--- src/sv/slvd_pkg.sv ---
`timescale 1ns / 1ps
`default_nettype none
// ----------------------------------------------------------------------------
// Vibrato delay package
// Shared constants, register indexes, divider request types and the
// quarter-wave sine table generator for the vibrato delay core.
// ----------------------------------------------------------------------------
package slvd_pkg;

	localparam int SINE_N      = 256;
	localparam int SINE_BITS   = 8;
	localparam int SINE_W      = 15;
	localparam int PHASE_BITS  = 24;
	localparam int DEPTH_BITS  = 24;
	localparam int TARGET_BITS = 16;
	localparam int RAMP_BITS   = 12;
	localparam int CFG_BITS    = 24;
	localparam int CFG_IDX_BITS = 2;

	localparam logic [CFG_IDX_BITS-1:0] REG_PHASE_STEP   = 2'd0;
	localparam logic [CFG_IDX_BITS-1:0] REG_DEPTH_TARGET = 2'd1;
	localparam logic [CFG_IDX_BITS-1:0] REG_RAMP_LENGTH  = 2'd2;

	localparam logic [PHASE_BITS-1:0]  PHASE_STEP_RESET   = 24'd1902;
	localparam logic [TARGET_BITS-1:0] DEPTH_TARGET_RESET = 16'd10240;
	localparam logic [RAMP_BITS-1:0]   RAMP_LENGTH_RESET  = 12'd441;

	localparam logic [63:0] HALF_PI_Q30 = 64'd1686629713;
	localparam logic [63:0] ONE_Q30     = 64'd1073741824;

	typedef struct packed {
		logic                  start;
		logic                  neg;
		logic [DEPTH_BITS-1:0] magnitude;
		logic [RAMP_BITS-1:0]  divisor;
	} div_req_t;

	typedef struct packed {
		logic busy;
		logic done;
	} div_stat_t;

	// Quarter-wave table, entry k at bits [k*SINE_W +: SINE_W].
	function automatic logic [(SINE_N+1)*SINE_W-1:0] sine_rom_bits();
		logic [(SINE_N+1)*SINE_W-1:0] rom;
		logic [63:0] x;
		logic [63:0] x2;
		logic [63:0] t;
		logic [63:0] s;
		rom = '0;
		for (int k = 0; k <= SINE_N; k++) begin
			x  = (64'(k) * HALF_PI_Q30) / SINE_N;
			x2 = (x * x) >> 30;
			t  = ONE_Q30;
			t  = ONE_Q30 - (((x2 * t) >> 30) / 64'd110);
			t  = ONE_Q30 - (((x2 * t) >> 30) / 64'd72);
			t  = ONE_Q30 - (((x2 * t) >> 30) / 64'd42);
			t  = ONE_Q30 - (((x2 * t) >> 30) / 64'd20);
			t  = ONE_Q30 - (((x2 * t) >> 30) / 64'd6);
			s  = (x * t) >> 30;
			s  = (s + 64'd16384) >> 15;
			if (s > 64'd32767) begin
				s = 64'd32767;
			end
			rom[k*SINE_W +: SINE_W] = s[SINE_W-1:0];
		end
		return rom;
	endfunction

endpackage
`default_nettype wire

--- src/sv/slvd_div.sv ---
`timescale 1ns / 1ps
`default_nettype none
// ----------------------------------------------------------------------------
// Vibrato delay ramp step divider
// Restoring divider, one quotient bit per cycle, signed result truncated
// toward zero.
// ----------------------------------------------------------------------------
module slvd_div import slvd_pkg::*; (
	input  wire logic                  clk,
	input  wire logic                  arst_n,
	input  wire div_req_t              req,
	output div_stat_t                  stat,
	output logic signed [DEPTH_BITS:0] quotient
);

	logic [DEPTH_BITS-1:0] quo_q;
	logic [RAMP_BITS-1:0]  rem_q;
	logic [RAMP_BITS-1:0]  divisor_q;
	logic                  neg_q;
	logic [4:0]            cnt_q;
	logic                  busy_q;
	logic                  done_q;
	logic [RAMP_BITS:0]    trial;
	logic                  fits;

	assign trial = {rem_q, quo_q[DEPTH_BITS-1]};
	assign fits  = trial >= {1'b0, divisor_q};

	always_ff @(posedge clk or negedge arst_n) begin
		if (!arst_n) begin
			busy_q <= 1'b0;
			done_q <= 1'b0;
			cnt_q  <= '0;
		end else begin
			done_q <= 1'b0;
			if (req.start) begin
				busy_q <= 1'b1;
				cnt_q  <= '0;
			end else if (busy_q) begin
				cnt_q <= cnt_q + 5'd1;
				if (cnt_q == 5'(DEPTH_BITS - 1)) begin
					busy_q <= 1'b0;
					done_q <= 1'b1;
				end
			end
		end
	end

	always_ff @(posedge clk) begin
		if (req.start) begin
			quo_q     <= req.magnitude;
			rem_q     <= '0;
			divisor_q <= req.divisor;
			neg_q     <= req.neg;
		end else if (busy_q) begin
			rem_q <= fits ? RAMP_BITS'(trial - {1'b0, divisor_q}) : trial[RAMP_BITS-1:0];
			quo_q <= {quo_q[DEPTH_BITS-2:0], fits};
		end
	end

	assign stat.busy = busy_q;
	assign stat.done = done_q;
	assign quotient  = neg_q ? -$signed({1'b0, quo_q}) : $signed({1'b0, quo_q});

endmodule
`default_nettype wire

--- config.mk ---
export PLATFORM = sky130hd
export DESIGN_NAME = slvd_div
export DESIGN_NICKNAME = d
export VERILOG_FILES = /design/src/sv/slvd_pkg.sv /design/src/sv/slvd_div.sv
export SDC_FILE = /design/constraint.sdc
export NUM_CORES = 1
export LEC_CHECK = 0
export BUFFER_PORTS_ARGS = -buffer_cell sky130_fd_sc_hd__buf_4
export CAP_MARGIN = 20
export CORE_AREA = 3 3 86 88
export CTS_CLUSTER_DIAMETER = 200
export DETAILED_ROUTE_END_ITERATION = 12
export DIE_AREA = 0 0 89 91
export GPL_TIMING_DRIVEN = 0
export HOLD_SLACK_MARGIN = 0.1
export PLACE_DENSITY = 0.72
export SYNTH_ARGS = -nofsm -noshare
export SYNTH_HDL_FRONTEND = slang
export SYNTH_SLANG_ARGS = --single-unit
--- constraint.sdc ---
create_clock -name clk -period 2.95 [get_ports clk]
set_input_delay 0.295 -clock clk [delete_from_list [all_inputs] [get_ports clk]]
set_output_delay 0.295 -clock clk [all_outputs]
set_load 0.01 [all_outputs]
==> summary.md <==
| Metric | Value |
|---|---|
| Largest delay contributor family on the critical path | simple AND/OR/NAND/NOR gates |
| Prevailing post-synth register cell | sky130_fd_sc_hd__edfxtp_1 |
| Average vias per placed instance | 5.43 |
| Fin Clk Skew | 10.8 ps |
| Clock latency at the later pin of the worst-skew pair | 320 ps |
| Area growth from synthesis to final layout | 24.1% |
| Synthesized net count | 361 |
| Final Core Density | 61.2% |
| Final number of hold-violating endpoints | 0 |
| Sequential fraction of the synthesis area | 46.1% |
| Remaining routing DRC violations | 0 |
| Synth warnings | 0 |
| Y dimension of the die | 91 µm |
| Number of CTS-inserted buffers | 5 |
| CP Max Fanout | 4 |
| Path type of the worst min-delay path | primary input to flip-flop |
| Number of register bits inferred by synthesis | 56 |
| Global router's overall resource usage | 18.1% |
| Required time at the endpoint of the critical path | 2650 ps |
| MaxCap Viol Count | 0 |
| Core Footprint | 0.00672 mm² |
| Clock transition time at the flip-flop clock pins of the worst setup and hold paths | 100 ps |
| Chip Width | 89 µm |
| Sum of routed wire length over all layers | 7180 µm |
| Critical path type | flip-flop to output pin |
| Startpoint type of the worst setup path | flip-flop |
| Netlist cell types | 52 |
| Detailed placer's ending HPWL | 5340 µm |
| Number of nets with antenna violations after detailed routing | 0 |
| Via Count | 2,543 |
| Worst-path cell with the longest stage delay | sky130_fd_sc_hd__edfxtp_1 |
| Maximum vdd ir drop | 0.336 mV |
| Clock tree from TritonCTS | built |
| Slowest Stage Delay on Critical Path | 440 ps |
| Peak clock frequency supported by timing | 347 MHz |
| Cell type with the highest occurrence count on the critical path | sky130_fd_sc_hd__or3_4 |
| Die Footprint | 0.00810 mm² |
| Fillcell total | 581 |
| Cells along the critical path | or3_4 > or3_4 > or2_4 > or3_4 > o31ai_4 > xnor2_1 > buf_4 |
| Final number of setup-violating endpoints | 0 |
| Number of rows created at floorplan | 30 |
| Mean cell area of the mapped netlist | 10.8 µm² |
| I/O pin count | 67 |
| Detailed-routing iteration count for the pre-antenna-repair pass | 4 |
| Starting DRC count in detailed routing | 115 |
| Post-synth EDFFs | 37 |
| First-pass GRT wire length | 11,700 µm |
| Max H-tree Level | 2 |
| Routed length per placed instance | 15.3 µm |
| Result of the run | completed |
| # clock sinks | 56 |
| Vias in the first global route | 2,464 |
| Worst-Margin Slew | 945 ps |
| Post-synth ARST share | 12.5% |
| Synthesized netlist cell count | 306 |
| Commonest cells after routing, fill and taps aside | sky130_fd_sc_hd__buf_4 (76), sky130_fd_sc_hd__edfxtp_1 (37), sky130_fd_sc_hd__xnor2_1 (29), sky130_fd_sc_hd__nand2_1 (26), sky130_fd_sc_hd__mux2_2 (24) |
| Number of placed instances with taps included | 452 |
| Inserted Diodes | 0 |
| Most common library cell in the layout ignoring fill and taps | sky130_fd_sc_hd__buf_4 |
| Buffers plus inverters on the worst setup path | 1 |
| Number of nets in the final layout | 442 |
| Non-filler instance count after layout | 468 |
| Relative max-transition margin | 36.9% |
| Initial Utilization | 49.3% |
| Time the final worst path needs with I/O delays and setup | 2880 ps |
| Cell at the root of the clock tree | sky130_fd_sc_hd__clkbuf_8 |
| Number of antenna violations at the first check in global routing | 0 |
| Max Transition Viols Final | 0 |
| Congestion Overflow GR | 0 |
| Post-synthesis instance area | 0.00331 mm² |
| Setup total negative slack | 0 ps |
| Layout cells sized above 1 | 32.2% |
| CP arrival | 2580 ps |
| Leak Pwr | 1.70 nW |
| Nature of the critical path endpoint | output pin |
| Routability Congestion | 0.791 |
| Final cycle utilization of the critical path | 97.6% |
| Pin count of the biggest net entering global routing | 26 |
| Buffer levels on the longest clock path | 2 |
| Pwr dens | 651 mW/mm² |
| Buffers added on ports | 66 |
[cell usage after synthesis, drive strengths merged (8+ instances only)]
| library cell | n | area share, % |
|---|---|---|
| dfxtp | 12 | 7.3 |
| edfxtp | 37 | 34 |
| ha | 14 | 5.3 |
| inv | 16 | 1.8 |
| mux2 | 24 | 8.2 |
| mux2i | 8 | 2.4 |
| nand2 | 27 | 3.1 |
| nor2 | 14 | 1.6 |
| o21ai | 23 | 3.5 |
| o31ai | 9 | 2.5 |
| or3 | 9 | 1.9 |
| xnor2 | 29 | 7.7 |
[cell type report]
class	instances	area, µm²	area share [%]
multi-input cells	220	1720	41.8
flip-flops and latches	56	1530	37.1
repair buffers	74	558	13.6
well taps	80	100	2.44
clock buffers	5	68.8	1.67
plain buffers	14	65.1	1.58
inverters	16	60.1	1.46
clock inverters	3	13.8	0.335
[where the power goes]
part | switching (W) | leakage (nW) | internal (W)
combinational | 0.000572 | 1.09 | 0.000600
clock | 0.000252 | 0.0453 | 0.000162
sequential | 0.000114 | 0.572 | 0.000974
[worst paths after layout]
| path | start | depth (start not counted) | slack [ps] | end |
|---|---|---|---|---|
| max | quo_q[4] | 7 | 70 | quotient[16] |
| min | req[9] | 1 | 150 | divisor_q[9] |
| max reg2reg | divisor_q[1] | 9 | 330 | quo_q[0] |
| min reg2reg | rem_q[11] | 2 | 470 | rem_q[11] |
| max in group asynchronous | arst_n | 2 | 2510 | cnt_q[4] |
| min in group asynchronous | arst_n | 2 | 320 | cnt_q[1] |
[logic make-up (layout without fill, tap and decap cells)]
| logic type | Yosys count | after routing | synth area share [%] |
|---|---|---|---|
| compound gates | 61 | 61 | 12.8 |
| xor+xnor | 33 | 33 | 8.73 |
| fa+ha+maj | 15 | 15 | 5.89 |
| buf+inv | 30 | 112 | 3.78 |
| flops | 56 | 56 | 46.1 |
| mux | 32 | 32 | 10.6 |
| simple gates | 79 | 79 | 12.1 |
[per-layer routing]
layer,global-route usage (%),up-vias,wire (µm),share of wire (%)
met5,0,-,0,0
met4,4.84,0,108,1.5
met3,3.18,10,345,4.8
met2,29.2,55,3430,48
met1,24.9,1215,3290,46
li1,-,1263,-,-
[flip-flops by register name, summed over array words and instances, names as in the netlist]
signal	flops
quo_q	24
neg_q	1
cnt_q	5
divisor_q	12
done_q	1
busy_q	1
rem_q	12
[worst register-to-register path, cell delays in order, from the launching register on]
cell	delay, ps
sky130_fd_sc_hd__edfxtp_1	430
sky130_fd_sc_hd__inv_1	80
sky130_fd_sc_hd__ha_1	230
sky130_fd_sc_hd__nor2b_1	150
sky130_fd_sc_hd__o31ai_1	340
sky130_fd_sc_hd__a31oi_1	150
sky130_fd_sc_hd__a211o_1	270
sky130_fd_sc_hd__clkbuf_1	220
sky130_fd_sc_hd__buf_2	260
sky130_fd_sc_hd__mux2_2	270
[through the flow]
step           setup WS [ps]  power [W]  instance area, µm²  hold WS [ps]
2_1_floorplan            565    0.00189                3310        -0.591
3_3_place_gp             329    0.00221                3910           112
3_5_place_dp             312    0.00224                3910           113
4_1_cts                0.526    0.00266                4010           145
5_1_grt                -6.82    0.00286                4110           133
6_report                71.5    0.00267                4110           153
[timing repair]
action | 4_1_cts | 5_1_grt
setup buffers | 0 | 7
setup endpoints to repair | 3 | 7
hold buffers | 1 | 0
pin swaps | 0 | 3
gates resized for setup | 2 | 13
hold endpoints to repair | 7 | 0
No activity file was read; power rests on OpenSTA's default activity.
